File: config.mk
export PLATFORM = sky130hd
export DESIGN_NAME = elevator_scan_controller
export DESIGN_NICKNAME = d
export VERILOG_FILES = /design/src/rtl/core/esc_pkg.sv /design/src/rtl/core/elevator_scan_controller.sv
export SDC_FILE = /design/constraint.sdc
export NUM_CORES = 1
export LEC_CHECK = 0
export ABC_AREA = 0
export ABC_CLOCK_PERIOD_IN_PS = 4100
export BUFFER_PORTS_ARGS = -buffer_cell sky130_fd_sc_hd__buf_4
export CAP_MARGIN = 15
export CORE_UTILIZATION = 44
export DETAILED_ROUTE_END_ITERATION = 6
export HOLD_SLACK_MARGIN = 0.02
export PLACE_DENSITY = 0.67
export SYNTH_ARGS = -nofsm -noshare
export SYNTH_HDL_FRONTEND = slang
export SYNTH_SLANG_ARGS = --single-unit
export TNS_END_PERCENT = 5
File: constraint.sdc
create_clock -name i_clk -period 4.1 [get_ports i_clk]
set_clock_uncertainty 0.1 [all_clocks]
set_input_delay 0.82 -clock i_clk [delete_from_list [all_inputs] [get_ports i_clk]]
set_output_delay 0.82 -clock i_clk [all_outputs]
set_load 0.01 [all_outputs]
File: src/rtl/core/esc_pkg.sv
// esc_pkg: shared types, constants and helper functions of the elevator scan controller
// no dependencies

package esc_pkg;

    localparam int FLOORS  = 5;
    localparam int FLOOR_W = 3;
    localparam int TICK_W  = 16;
    localparam int RIDER_W = 4;
    localparam int SEG_W   = 7;
    localparam int CFG_A_W = 2;

    localparam logic [FLOORS-1:0]  FLOOR_MASK = {FLOORS{1'b1}};
    localparam logic [TICK_W-1:0]  TICK_MAX   = {TICK_W{1'b1}};
    localparam logic [RIDER_W-1:0] RIDER_MAX  = {RIDER_W{1'b1}};

    // configuration register indexes
    localparam logic [CFG_A_W-1:0] CFG_DOOR_TICKS   = 2'd0;
    localparam logic [CFG_A_W-1:0] CFG_TRAVEL_TICKS = 2'd1;
    localparam logic [CFG_A_W-1:0] CFG_CAPACITY     = 2'd2;

    localparam logic [TICK_W-1:0]  DOOR_TICKS_RST   = 16'd1000;
    localparam logic [TICK_W-1:0]  TRAVEL_TICKS_RST = 16'd1000;
    localparam logic [RIDER_W-1:0] CAPACITY_RST     = 4'd4;

    // seven-segment digits, bit0 is segment a
    localparam logic [SEG_W-1:0] SEG_0 = 7'h3F;
    localparam logic [SEG_W-1:0] SEG_1 = 7'h06;
    localparam logic [SEG_W-1:0] SEG_2 = 7'h5B;
    localparam logic [SEG_W-1:0] SEG_3 = 7'h4F;
    localparam logic [SEG_W-1:0] SEG_4 = 7'h66;

    typedef enum logic [2:0] {
        PH_IDLE = 3'b001,
        PH_MOVE = 3'b010,
        PH_DOOR = 3'b100
    } t_phase;

    function automatic logic [SEG_W-1:0] seg_of(input logic [FLOOR_W-1:0] f);
        logic [SEG_W-1:0] s;
        case (f)
            3'd0:    s = SEG_0;
            3'd1:    s = SEG_1;
            3'd2:    s = SEG_2;
            3'd3:    s = SEG_3;
            3'd4:    s = SEG_4;
            default: s = '0;
        endcase
        return s;
    endfunction

    function automatic logic [FLOORS-1:0] own_mask(input logic [FLOOR_W-1:0] f);
        logic [FLOORS-1:0] m;
        for (int i = 0; i < FLOORS; i++) begin
            m[i] = (i == int'(f));
        end
        return m;
    endfunction

    // pending floors that lie in the direction of travel
    function automatic logic [FLOORS-1:0] ahead_mask(input logic [FLOORS-1:0]  pend,
                                                     input logic [FLOOR_W-1:0] f,
                                                     input logic               up);
        logic [FLOORS-1:0] m;
        for (int i = 0; i < FLOORS; i++) begin
            m[i] = pend[i] && (up ? (i > int'(f)) : (i < int'(f)));
        end
        return m;
    endfunction

endpackage

File: src/rtl/core/elevator_scan_controller.sv
// elevator_scan_controller: SCAN scheduled car, door timing, passenger counting
// depends on esc_pkg
//
// the result item is registered at the edge that accepts its input item
// throughput: one item per cycle; input is taken while a result waits if it is taken too
// reset: synchronous active-low, car at floor 0 heading up, idle, no requests,
// configuration back to its defaults, no result pending

module elevator_scan_controller
    import esc_pkg::*;
(
    input  logic               i_clk,
    input  logic               i_rst_n,

    input  logic               i_cfg_we,
    input  logic [CFG_A_W-1:0] i_cfg_addr,
    input  logic [TICK_W-1:0]  i_cfg_wdata,

    input  logic               i_in_valid,
    output logic               o_in_ready,
    input  logic [FLOORS-1:0]  i_cab_buttons,
    input  logic [FLOORS-1:0]  i_hall_up,
    input  logic [FLOORS-1:0]  i_hall_down,
    input  logic               i_door_button,
    input  logic               i_beam_outer,
    input  logic               i_beam_inner,

    output logic               o_out_valid,
    input  logic               i_out_ready,
    output logic [FLOOR_W-1:0] o_car_floor,
    output logic [SEG_W-1:0]   o_segments,
    output logic               o_motor_up,
    output logic               o_motor_down,
    output logic               o_door_open,
    output logic               o_ready_lamp,
    output logic               o_overload_flag,
    output logic [RIDER_W-1:0] o_passenger_count
);

    // configuration
    logic [TICK_W-1:0]  r_door_ticks;
    logic [TICK_W-1:0]  r_travel_ticks;
    logic [RIDER_W-1:0] r_capacity;

    // controller state
    logic [FLOOR_W-1:0] r_floor,      n_floor;
    logic [FLOORS-1:0]  r_pending,    n_pending;
    logic               r_heading_up, n_heading_up;
    t_phase             r_phase,      n_phase;
    logic [TICK_W-1:0]  r_timer,      n_timer;
    logic [RIDER_W-1:0] r_riders,     n_riders;
    logic               r_entering,   n_entering;
    logic               r_leaving,    n_leaving;
    logic               r_overloaded, n_overloaded;

    // result register
    logic               r_out_valid;
    logic [FLOOR_W-1:0] r_car_floor;
    logic [SEG_W-1:0]   r_segments;
    logic               r_motor_up;
    logic               r_motor_down;
    logic               r_door_open;
    logic               r_ready_lamp;
    logic               r_overload_flag;
    logic [RIDER_W-1:0] r_passenger_count;

    logic               in_acc;
    logic [TICK_W-1:0]  timer_inc;

    assign o_in_ready = !r_out_valid || i_out_ready;
    assign in_acc     = i_in_valid && o_in_ready;
    assign timer_inc  = (r_timer == TICK_MAX) ? TICK_MAX : r_timer + 1'b1;

    always_comb begin
        logic [FLOORS-1:0] own;

        n_floor      = r_floor;
        n_pending    = (r_pending | i_cab_buttons | i_hall_up | i_hall_down) & FLOOR_MASK;
        n_heading_up = r_heading_up;
        n_phase      = r_phase;
        n_timer      = r_timer;
        n_riders     = r_riders;
        n_entering   = r_entering;
        n_leaving    = r_leaving;
        n_overloaded = r_overloaded;
        own          = own_mask(r_floor);

        case (r_phase)
            PH_MOVE: begin
                if (timer_inc >= r_travel_ticks) begin
                    if (r_heading_up) begin
                        n_floor = r_floor + 1'b1;
                    end else if (r_floor != '0) begin
                        n_floor = r_floor - 1'b1;
                    end
                    n_timer = '0;
                    own     = own_mask(n_floor);
                    if ((n_pending & own) != '0) begin
                        n_pending = n_pending & ~own;
                        n_phase   = PH_DOOR;
                    end else if (ahead_mask(n_pending, n_floor, r_heading_up) == '0) begin
                        n_phase = PH_IDLE;
                    end
                end else begin
                    n_timer = timer_inc;
                end
            end
            PH_DOOR: begin
                // outer then inner is one rider in, inner then outer is one out
                if (!i_beam_outer && i_beam_inner) begin
                    if (r_leaving) begin
                        if (r_riders != '0) begin
                            n_riders = r_riders - 1'b1;
                        end
                        n_leaving = 1'b0;
                    end else begin
                        n_entering = 1'b1;
                    end
                end else if (i_beam_outer && !i_beam_inner) begin
                    if (r_entering) begin
                        if (r_riders != RIDER_MAX) begin
                            n_riders = r_riders + 1'b1;
                        end
                        n_entering = 1'b0;
                    end else begin
                        n_leaving = 1'b1;
                    end
                end
                if (i_door_button || (n_pending & own) != '0) begin
                    n_pending = n_pending & ~own;
                    n_timer   = '0;
                end else if (timer_inc >= r_door_ticks) begin
                    n_timer = '0;
                    if (n_riders > r_capacity) begin
                        n_overloaded = 1'b1;
                    end else begin
                        n_overloaded = 1'b0;
                        n_phase      = PH_IDLE;
                    end
                end else begin
                    n_timer = timer_inc;
                end
            end
            default: begin
                n_phase = PH_IDLE;
                if ((n_pending & own) != '0) begin
                    n_pending = n_pending & ~own;
                    n_phase   = PH_DOOR;
                    n_timer   = '0;
                end else if (i_door_button) begin
                    n_phase = PH_DOOR;
                    n_timer = '0;
                end else if (ahead_mask(n_pending, r_floor, r_heading_up) != '0) begin
                    n_phase = PH_MOVE;
                    n_timer = '0;
                end else if (n_pending != '0) begin
                    // nothing ahead, turn round
                    n_heading_up = !r_heading_up;
                    n_phase      = PH_MOVE;
                    n_timer      = '0;
                end
            end
        endcase
    end

    always_ff @(posedge i_clk) begin
        if (!i_rst_n) begin
            r_door_ticks   <= DOOR_TICKS_RST;
            r_travel_ticks <= TRAVEL_TICKS_RST;
            r_capacity     <= CAPACITY_RST;
        end else if (i_cfg_we) begin
            case (i_cfg_addr)
                CFG_DOOR_TICKS:   r_door_ticks   <= i_cfg_wdata;
                CFG_TRAVEL_TICKS: r_travel_ticks <= i_cfg_wdata;
                CFG_CAPACITY:     r_capacity     <= i_cfg_wdata[RIDER_W-1:0];
                default:          ;
            endcase
        end
    end

    always_ff @(posedge i_clk) begin
        if (!i_rst_n) begin
            r_floor      <= '0;
            r_pending    <= '0;
            r_heading_up <= 1'b1;
            r_phase      <= PH_IDLE;
            r_timer      <= '0;
            r_riders     <= '0;
            r_entering   <= 1'b0;
            r_leaving    <= 1'b0;
            r_overloaded <= 1'b0;
        end else if (in_acc) begin
            r_floor      <= n_floor;
            r_pending    <= n_pending;
            r_heading_up <= n_heading_up;
            r_phase      <= n_phase;
            r_timer      <= n_timer;
            r_riders     <= n_riders;
            r_entering   <= n_entering;
            r_leaving    <= n_leaving;
            r_overloaded <= n_overloaded;
        end
    end

    always_ff @(posedge i_clk) begin
        if (!i_rst_n) begin
            r_out_valid <= 1'b0;
        end else if (in_acc) begin
            r_out_valid <= 1'b1;
        end else if (i_out_ready) begin
            r_out_valid <= 1'b0;
        end
    end

    // result fields reflect the state after the item
    always_ff @(posedge i_clk) begin
        if (in_acc) begin
            r_car_floor       <= n_floor;
            r_segments        <= seg_of(n_floor);
            r_motor_up        <= (n_phase == PH_MOVE) && n_heading_up;
            r_motor_down      <= (n_phase == PH_MOVE) && !n_heading_up;
            r_door_open       <= (n_phase == PH_DOOR);
            r_ready_lamp      <= (n_phase != PH_DOOR) && !n_overloaded;
            r_overload_flag   <= n_overloaded;
            r_passenger_count <= n_riders;
        end
    end

    assign o_out_valid       = r_out_valid;
    assign o_car_floor       = r_car_floor;
    assign o_segments        = r_segments;
    assign o_motor_up        = r_motor_up;
    assign o_motor_down      = r_motor_down;
    assign o_door_open       = r_door_open;
    assign o_ready_lamp      = r_ready_lamp;
    assign o_overload_flag   = r_overload_flag;
    assign o_passenger_count = r_passenger_count;

endmodule

==> impl_metrics.env, run 1 <==
export IMPL_reg2reg_to="r_timer[12]"
export IMPL_synth_top_flop_cell="dfxtp_1"
export IMPL_timing_slew_headroom_pct=26.5
export IMPL_grt_pass1_wl_mm=23.9
export IMPL_fp_dieH_um=115
export IMPL_first_pass_iters=5
export IMPL_max_freq_mhz=257
export IMPL_outcome="finished, final reports clean"
export IMPL_gr_usage_met1_pct=27.3
export IMPL_gr_max_usage_layer="met2"
export IMPL_syn_num_nets=777
export IMPL_path_common_cell="ha_1"
export IMPL_use_met3_pct=3.74
export IMPL_antenna_cells=0
export IMPL_cts_buffers=9
export IMPL_hold_violations=0
export IMPL_multi_input_area_um2=3330
export IMPL_r2r_slack_ns=0.21
export IMPL_min_period_ns=3.89
export IMPL_seq_area_um2=1980
export IMPL_yosysSeqAreaShare_pct=35.3
export IMPL_ys_ff_latch=90
export IMPL_cts_buffer_depth=2
export IMPL_cp_required_ns=4.24
export IMPL_post_dp_hpwl_mm=10.9
export IMPL_layout_drive_gt1_share_pct=16.2
export IMPL_via_per_inst=5.66
export IMPL_cts_tree="done"
export IMPL_power_leakage_nw=2.74
export IMPL_rr_startpoint="r_timer[1]"
export IMPL_crit_path_start="r_timer[1]"
export IMPL_netlist_area_um2=5620
export IMPL_die_w_um=115
export IMPL_drt_iter0_drc=271
export IMPL_cp_num_buf_inv=1
export IMPL_drt_drc_violations_left=0
export IMPL_ioPinCount=62
export IMPL_ir_worst_vdd_mv=0.254
export IMPL_worstPathArrival_ns=4.03
export IMPL_cp_max_fo=16
export IMPL_fp_row_count=40
export IMPL_grt_start_max_net_pins=31
export IMPL_p_per_area_nw_per_um2=316
export IMPL_slew_viol_final=0
export IMPL_syn_to_final_growth_pct=18.4
export IMPL_max_stage_delay_ns=0.59
export IMPL_setup_tns_final_ns=0
export IMPL_min_period_over_period_pct=94.8
export IMPL_clock_sinks=90
export IMPL_rsz0062_at_grt="yes"
export IMPL_fill_cells=1190
export IMPL_fp_dieArea_um2=13200
export IMPL_crit_path_cell_trace="ha_1, and3_1, nand3_1, buf_4, nor3_1, mux2_2, ha_1, nand4_1, a2111oi_1, a21oi_2, a22oi_2, o21ai_0, and2_1"
export IMPL_grt_ovfl_total=0
export IMPL_place_ws_ns=0.0609
export IMPL_cp_depth=13
export IMPL_path_clk_slew_ns=0.07
export IMPL_syn_avg_cell_area_um2=8.15
export IMPL_grt_usage_pct=22.9
export IMPL_port_buffers=61
export IMPL_ant_nets=0
export IMPL_grtUsageMet2_pct=41.2
export IMPL_ys_async_sr_fraction_pct=0
export IMPL_drt_total_wl_mm=14.6
export IMPL_crit_family="compound AO/OA/AOI/OAI gates"
export IMPL_utilization_pct=54.4
export IMPL_drv_cap=0
export IMPL_clk_latency_ns=0.34
export IMPL_path_class="flip-flop to flip-flop"
export IMPL_worst_slack_ns=0.213
export IMPL_synth_cell_types=69
export IMPL_cts_htree_levels=3
export IMPL_synth_enable_flop_cells=18
export IMPL_core_area_um2=12200
export IMPL_synth_top_area_cell="dfxtp_1"
export IMPL_cp_start_kind="flip-flop"
export IMPL_crit_slowest_cell="a22oi_2"
export IMPL_max_slew_worst_pin_slew_ns=1.10
export IMPL_whs_ns=0.353
export IMPL_fin_nets=836
export IMPL_cp_end_kind="flip-flop"
export IMPL_grt_pass1_vias=5003
export IMPL_yosysTopAreaCellShare_pct=25.7
export IMPL_syn_inst=689
export IMPL_grt_antenna_before_repair=0
export IMPL_setup_viol=0
export IMPL_gp_congestion=0.952
export IMPL_reg2reg_depth=13
export IMPL_vias=5213
export IMPL_synthTopCellsByArea="dfxtp_1 (26%), ha_1 (10%), edfxtp_1 (9.6%), nand2_1 (7.9%), a21oi_1 (3.9%)"
export IMPL_initial_core_util_pct=46.0
export IMPL_hold_path_class="flip-flop to flip-flop"
export IMPL_ys_warn_count=0
export IMPL_cts_root_buf="clkbuf_16"
export IMPL_critPathCapture="r_timer[12]"
export IMPL_drt_wirelength_per_cell_um=15.8
## worst min path at each step
stage                             startpoint  depth (start not counted)  slack [ns]                  to
after floorplan             r_door_ticks[10]                          2        0.34    r_door_ticks[10]
after global placement    r_travel_ticks[14]                          2        0.34  r_travel_ticks[14]
after detailed placement  r_travel_ticks[13]                          2        0.35  r_travel_ticks[13]
after CTS                 r_travel_ticks[13]                          2        0.36  r_travel_ticks[13]
after global routing      r_travel_ticks[13]                          2        0.38  r_travel_ticks[13]
final                     r_travel_ticks[13]                          2        0.35  r_travel_ticks[13]
## what timing repair did
action / 4_1_cts / 5_1_grt
gates resized for setup: 0 / 8
hold buffers: 0 / 0
setup endpoints to repair: 0 / 30
buffers inserted: 0 / 0
## cells in the mapped netlist, types with 6 or more instances
cell       count
a31oi_1        7
nor2_1        41
nor2b_1        7
a2bb2oi_1      9
nand2_1      118
a21oi_1       44
a211oi_1      14
clkbuf_1      24
xnor2_1       12
nor3_1        14
nand4_1       10
mux2i_1        7
nand3_1       19
nand2b_1       9
nor4_1         8
mux2_2         8
and2_1        12
o21a_1         6
o211ai_1      16
ha_1          47
o21ai_0       34
dfxtp_1       72
inv_1         53
edfxtp_1      18
## state kept, by name, summed over array words and instances, names as in the netlist
signal / flops
r_capacity: 4
o_ready_lamp: 1
o_motor_up: 1
r_entering: 1
r_timer: 16
r_leaving: 1
r_pending: 5
o_door_open: 1
r_heading_up: 1
r_riders: 4
o_car_floor: 3
o_segments: 6
r_travel_ticks: 16
r_door_ticks: 16
o_overload_flag: 1
r_overloaded: 1
o_motor_down: 1
r_phase: 3
o_passenger_count: 4
o_out_valid: 1
r_floor: 3
## layer usage
metal	share of wire, %	vias up
li1	-	2569
met1	43	2458
met2	50	152
met3	4.5	34
met4	2.7	0
met5	0	-
## logic make-up (layout without fill, tap and decap cells)
family	Yosys count	count (layout)	synth area share, %
XOR/XNOR	15	15	2.34
buffers and inverters	84	148	5.79
flip-flops	90	90	35.3
adder cells (fa/ha/maj)	47	47	10.5
multiplexers	15	15	2.85
AND/OR/NAND/NOR	275	275	24.1
AO/OA/AOI/OAI	163	163	19.1
## area by class of cell
cell class                      instances  share of cell area (%)
Clock buffer                           11                    4.14
Sequential cell                        90                    29.8
Multi-Input combinational cell        515                    50.2
Tap cell                              168                    3.16
Timing Repair Buffer                   78                    8.81
Inverter                               54                    3.05
Clock inverter                          5                   0.866
## report_power, final
| group | internal, mW | switching (mW) |
|---|---|---|
| combinational | 0.103 | 0.142 |
| clock | 0.545 | 0.351 |
| sequential | 0.937 | 0.0188 |
| total | 1.59 | 0.512 |
## placed cells by master, fill, tap and decap left out, types with 4 or more instances in the layout
master and count:
nand2b_1 9, o211ai_1 16, nand4_1 10, inv_1 53, nand3_1 19, nor3b_1 4
nor3_1 14, o21ai_0 31, mux2_2 8, a2bb2oi_1 9, a211oi_1 12, ha_1 47
nor2b_1 7, and4_1 5, xnor2_1 12, or3_1 4, dfxtp_1 72, a31oi_1 7
and2_1 12, nor2_1 41, buf_4 78, mux2i_1 7, edfxtp_1 18, nor4_1 8
o21a_1 6, nand2_1 118, a21oi_1 43, clkbuf_16 11
## metrics by stage
step           area, µm²  std cells  power [mW]
2_1_floorplan       5620        689        1.12
3_3_place_gp        6290        905        1.21
3_5_place_dp        6290        905        1.22
4_1_cts             6630        921        2.11
5_1_grt             6650        921        2.18
6_report            6650        921        2.10
## tightest hold or removal path, cell delays in order, from the launching register on
cell,delay [ns]
dfxtp_1,0.31
nand2_1,0.05
a21oi_1,0.05
Power figures use the tool's default switching activity.
==> run 2, diff against run 1 <==
- ABC_CLOCK_PERIOD_IN_PS: 4100 -> 4500
- PLACE_DENSITY: 0.67 -> 0.65
- clock period: 4.1 -> 4.5 ns (I/O delays scaled with it)
==> impl_metrics.env, run 2 (same netlist as run 1, synthesis figures left out) <==
export IMPL_crit_path_start="r_timer[0]"
export IMPL_rsz0062_at_grt="no"
export IMPL_first_pass_iters=5
export IMPL_grt_antenna_before_repair=0
export IMPL_layout_commonest_cell="nand2_1"
export IMPL_drt_total_wl_mm=14.5
export IMPL_hold_buffers=0
export IMPL_setup_tns_final_ns=0
export IMPL_ioPinCount=62
export IMPL_rr_startpoint="r_timer[0]"
export IMPL_fill_cells=1167
export IMPL_clk_latency_ns=0.35
export IMPL_fin_nets=829
export IMPL_worst_slack_ns=0.274
export IMPL_outcome="finished, final reports clean"
export IMPL_cp_start_kind="flip-flop"
export IMPL_worstPathArrival_ns=4.38
export IMPL_vias=5113
export IMPL_final_area_um2=6560
export IMPL_cp_required_ns=4.65
export IMPL_critPathCapture="r_timer[12]"
export IMPL_final_cell_mix="nand2_1 (118), dfxtp_1 (72), buf_4 (71)"
export IMPL_cts_tree="done"
export IMPL_antenna_cells=0
export IMPL_timing_slew_headroom_pct=21.5
export IMPL_initial_core_util_pct=46.0
export IMPL_r2r_slack_ns=0.27
export IMPL_core_area_um2=12200
export IMPL_post_dp_hpwl_mm=10.8
export IMPL_drt_iter0_drc=319
export IMPL_power_leakage_nw=2.70
export IMPL_fp_dieArea_um2=13200
export IMPL_hold_violations=0
export IMPL_gp_congestion=0.927
export IMPL_grt_start_max_net_pins=31
export IMPL_cts_buffers=9
export IMPL_reg2reg_to="r_timer[12]"
export IMPL_drt_drc_violations_left=0
export IMPL_grt_pass1_wl_mm=23.9
export IMPL_layout_drive_gt1_share_pct=15.4
export IMPL_cts_htree_levels=3
export IMPL_min_period_over_period_pct=93.9
export IMPL_cp_end_kind="flip-flop"
export IMPL_fp_row_count=40
export IMPL_syn_to_final_growth_pct=16.8
export IMPL_p_per_area_nw_per_um2=282
export IMPL_max_freq_mhz=237
export IMPL_via_per_inst=5.59
export IMPL_port_buffers=61
export IMPL_drt_wirelength_per_cell_um=15.8
export IMPL_cp_max_fo=16
export IMPL_path_class="flip-flop to flip-flop"
export IMPL_ant_nets=0
export IMPL_path_clk_slew_ns=0.06
export IMPL_slew_viol_final=0
export IMPL_fp_dieH_um=115
export IMPL_min_period_ns=4.23
export IMPL_ir_worst_vdd_mv=0.306
export IMPL_top_regs="r_door_ticks x16, r_timer x16, r_travel_ticks x16"
export IMPL_drv_cap=0
export IMPL_cts_root_buf="clkbuf_16"
export IMPL_clock_sinks=90
export IMPL_place_ws_ns=0.158
export IMPL_grt_ovfl_total=0
export IMPL_max_slew_worst_pin_slew_ns=1.17
export IMPL_grt_usage_pct=23.2
export IMPL_total_power_mw=1.85
export IMPL_cts_buffer_depth=2
export IMPL_reg2reg_depth=12
export IMPL_placed_area_um2=6230
export IMPL_hold_path_class="flip-flop to flip-flop"
export IMPL_die_w_um=115
export IMPL_setup_viol=0
export IMPL_grt_pass1_vias=4883
## run 2: changes by cell type in the layout (fill, tap and decap cells not counted), moves of 2 or more
cell | before | now
o21ai_0 | 31 | 34
buf_4 | 78 | 71
clkinv_2 | 1 | 3
mux2i_1 | 7 | 5
mux2i_2 | 0 | 2
clkbuf_16 | 11 | 9
o21ai_1 | 3 | 0
clkinvlp_4 | 3 | 0
## run 2: layer usage
metal	part of all wire (%)	global-route usage, %	vias to the layer above	routed length, µm
li1	-	-	2551	-
met1	43	27.6	2392	6230
met2	51	41.3	147	7320
met3	5.0	5.64	23	722
met4	1.5	6.49	0	213
met5	0	0	-	0
## run 2: power breakdown
group	switching (mW)	leakage (nW)	internal [mW]	total (mW)
Combinational	0.128	1.80	0.0923	0.220
Sequential	0.0163	0.753	0.854	0.870
Clock	0.318	0.149	0.444	0.762
Total	0.462	2.70	1.39	1.85
## run 2: area by class of cell
type	count	area, µm²	share of cell area, %
inverters	54	203	3.09
repair buffers	71	533	8.12
well taps	168	210	3.20
clock buffers	11	243	3.70
flip-flops and latches	90	1980	30.2
multi-input cells	515	3340	50.9
clock inverters	5	53.8	0.820
## run 2: what timing repair did
action                                 CTS  global route
buffers inserted                         0             2
endpoints found under the hold margin    0             0
gates resized for setup                  0             5
setup endpoints to repair                0            13
## run 2: worst min path at each step
| stage | startpoint | endpoint | slack [ns] | cells after the start |
|---|---|---|---|---|
| after global placement | r_travel_ticks[14] | r_travel_ticks[14] | 0.34 | 2 |
| after floorplan | r_door_ticks[10] | r_door_ticks[10] | 0.34 | 2 |
| after detailed placement | r_door_ticks[10] | r_door_ticks[10] | 0.35 | 2 |
| final | r_door_ticks[10] | r_door_ticks[10] | 0.36 | 2 |
| after global routing | r_travel_ticks[12] | r_travel_ticks[12] | 0.38 | 2 |
| after CTS | r_door_ticks[10] | r_door_ticks[10] | 0.36 | 2 |
## run 2: critical path: stages (launching register included)
cell and delay (ns):
dfxtp_1 0.38, ha_1 0.20, and3_1 0.23, nand3_1 0.22, nor3_1 0.29, mux2_2 0.40
ha_1 0.31, nand4_1 0.16, a2111oi_0 0.52, a21oi_1 0.26, a22oi_2 0.66, o21ai_0 0.20
and2_1 0.19
## run 2: through the flow
| stage | utilization [%] | hold slack (ns) | std cells |
|---|---|---|---|
| floorplan | - | 0.336 | 689 |
| global placement | 51.0 | 0.345 | 896 |
| detailed placement | 51.0 | 0.348 | 896 |
| CTS | 53.4 | 0.357 | 912 |
| global route | 53.7 | 0.377 | 914 |
| finish | 53.7 | 0.357 | 914 |
==> run 3, diff against run 2 <==
- CORE_MARGIN: unset -> 10
- PLACE_DENSITY: 0.65 -> 0.63
==> impl_metrics.env, run 3 (same netlist as run 1, synthesis figures left out) <==
export IMPL_clk_latency_ns=0.35
export IMPL_multi_input_area_um2=3320
export IMPL_final_cell_mix="nand2_1 (118), buf_4 (77), dfxtp_1 (72)"
export IMPL_gr_usage_met1_pct=20.3
export IMPL_syn_to_final_growth_pct=17.2
export IMPL_cts_buffers=9
export IMPL_ioPinCount=62
export IMPL_outcome="finished, final reports clean"
export IMPL_cp_end_kind="flip-flop"
export IMPL_grt_usage_pct=17.2
export IMPL_drt_drc_violations_left=0
export IMPL_seq_area_um2=1980
export IMPL_slew_viol_final=0
export IMPL_fp_dieArea_um2=17700
export IMPL_cts_root_buf="clkbuf_16"
export IMPL_crit_path_cell_trace="ha_1, and3_1, nand3_1, nor3_1, mux2_2, ha_1, nand4_1, a2111oi_0, a21oi_1, a22oi_2, buf_4, a2bb2oi_1, nor2_1"
export IMPL_initial_core_util_pct=44.7
export IMPL_cp_required_ns=4.63
export IMPL_grt_antenna_before_repair=0
export IMPL_antenna_cells=0
export IMPL_drv_cap=0
export IMPL_max_slew_worst_pin_slew_ns=1.14
export IMPL_path_class="flip-flop to flip-flop"
export IMPL_max_freq_mhz=239
export IMPL_cp_max_fo=12
export IMPL_worstPathArrival_ns=4.31
export IMPL_rsz0062_at_grt="no"
export IMPL_top_regs="r_door_ticks x16, r_timer x16, r_travel_ticks x16"
export IMPL_p_per_area_nw_per_um2=279
export IMPL_cts_tree="done"
export IMPL_layout_commonest_cell="nand2_1"
export IMPL_ant_nets=0
export IMPL_setup_tns_final_ns=0
export IMPL_grtUsageMet2_pct=29.2
export IMPL_clock_sinks=90
export IMPL_placed_area_um2=6260
export IMPL_crit_slowest_cell="a2111oi_0"
export IMPL_drt_iter0_drc=390
export IMPL_min_period_ns=4.18
export IMPL_max_stage_delay_ns=0.56
export IMPL_setup_viol=0
export IMPL_gr_max_usage_layer="met2"
export IMPL_drt_total_wl_mm=15.2
export IMPL_place_ws_ns=0.360
export IMPL_vias=5140
export IMPL_use_met3_pct=3.90
export IMPL_cts_buffer_depth=2
export IMPL_path_clk_slew_ns=0.07
export IMPL_fill_cells=1244
export IMPL_hold_violations=0
export IMPL_final_area_um2=6590
export IMPL_whs_ns=0.358
export IMPL_power_leakage_nw=2.71
export IMPL_fp_dieH_um=133
export IMPL_cts_htree_levels=3
export IMPL_total_power_mw=1.84
export IMPL_grt_pass1_wl_mm=25.2
export IMPL_post_dp_hpwl_mm=11.4
export IMPL_worst_slack_ns=0.320
export IMPL_ir_worst_vdd_mv=0.188
export IMPL_grt_ovfl_total=0
export IMPL_timing_slew_headroom_pct=23.4
export IMPL_fp_row_count=41
export IMPL_drt_wirelength_per_cell_um=16.4
export IMPL_fin_nets=835
export IMPL_grt_start_max_net_pins=31
export IMPL_layout_drive_gt1_share_pct=15.6
export IMPL_min_period_over_period_pct=92.9
export IMPL_hold_path_class="flip-flop to flip-flop"
export IMPL_core_area_um2=12600
export IMPL_first_pass_iters=5
export IMPL_port_buffers=61
export IMPL_grt_pass1_vias=5173
export IMPL_cp_start_kind="flip-flop"
export IMPL_via_per_inst=5.56
export IMPL_gp_congestion=0.891
export IMPL_path_common_cell="ha_1"
export IMPL_die_w_um=133
==> run 3: changes by cell type in the layout (fill, tap and decap cells not counted), moves of 2 or more <==
cell      previous run  this run
buf_4               71        77
clkinv_2             3         0
mux2i_1              5         7
mux2i_2              2         0
inv_6                0         3
==> run 3: area by class of cell <==
cell class / count / area share (%)
Multi-Input combinational cell: 515 / 50.4
Sequential cell: 90 / 30.1
Timing Repair Buffer: 77 / 8.78
Clock buffer: 9 / 3.42
Tap cell: 172 / 3.27
Inverter: 54 / 3.08
Clock inverter: 7 / 0.950
==> run 3: worst paths after layout <==
kind / from / end / slack (ns) / cells past startpoint
min: r_travel_ticks[2] / r_travel_ticks[2] / 0.36 / 2
min reg2reg: r_travel_ticks[2] / r_travel_ticks[2] / 0.36 / 2
max reg2reg: r_timer[0] / r_timer[8] / 0.32 / 13
max: r_timer[0] / r_timer[8] / 0.32 / 13
==> run 3: critical path: cells and delay by family, from the launching register on <==
family | cells | cell delay, ns
fa+ha+maj | 2 | 0.52
compound gates | 4 | 1.52
simple gates | 5 | 0.90
buf+inv | 1 | 0.22
flops | 1 | 0.39
mux | 1 | 0.42
==> run 3: report_power, final <==
part           internal, mW  switching (mW)  leakage (nW)  total, mW
clock network         0.384           0.356         0.137      0.741
registers             0.853          0.0170         0.753      0.870
logic                0.0955           0.129          1.82      0.225
==> run 3: metrics by stage <==
| stage | std cells | util, % |
|---|---|---|
| 2_1_floorplan | 689 | - |
| 3_3_place_gp | 904 | 49.8 |
| 3_5_place_dp | 904 | 49.8 |
| 4_1_cts | 920 | 52.1 |
| 5_1_grt | 924 | 52.4 |
| 6_report | 924 | 52.4 |
==> run 3: per-layer routing <==
| layer | part of all wire (%) | vias up |
|---|---|---|
| li1 | - | 2568 |
| met3 | 5.1 | 25 |
| met4 | 2.7 | 0 |
| met1 | 45 | 2405 |
| met5 | 0 | - |
| met2 | 47 | 142 |
==> run 3: timing repair <==
action,in CTS,in global routing
setup endpoints to repair,0,15
hold buffers,0,0
buffers inserted,0,4
gates resized for setup,0,1
endpoints found under the hold margin,0,0
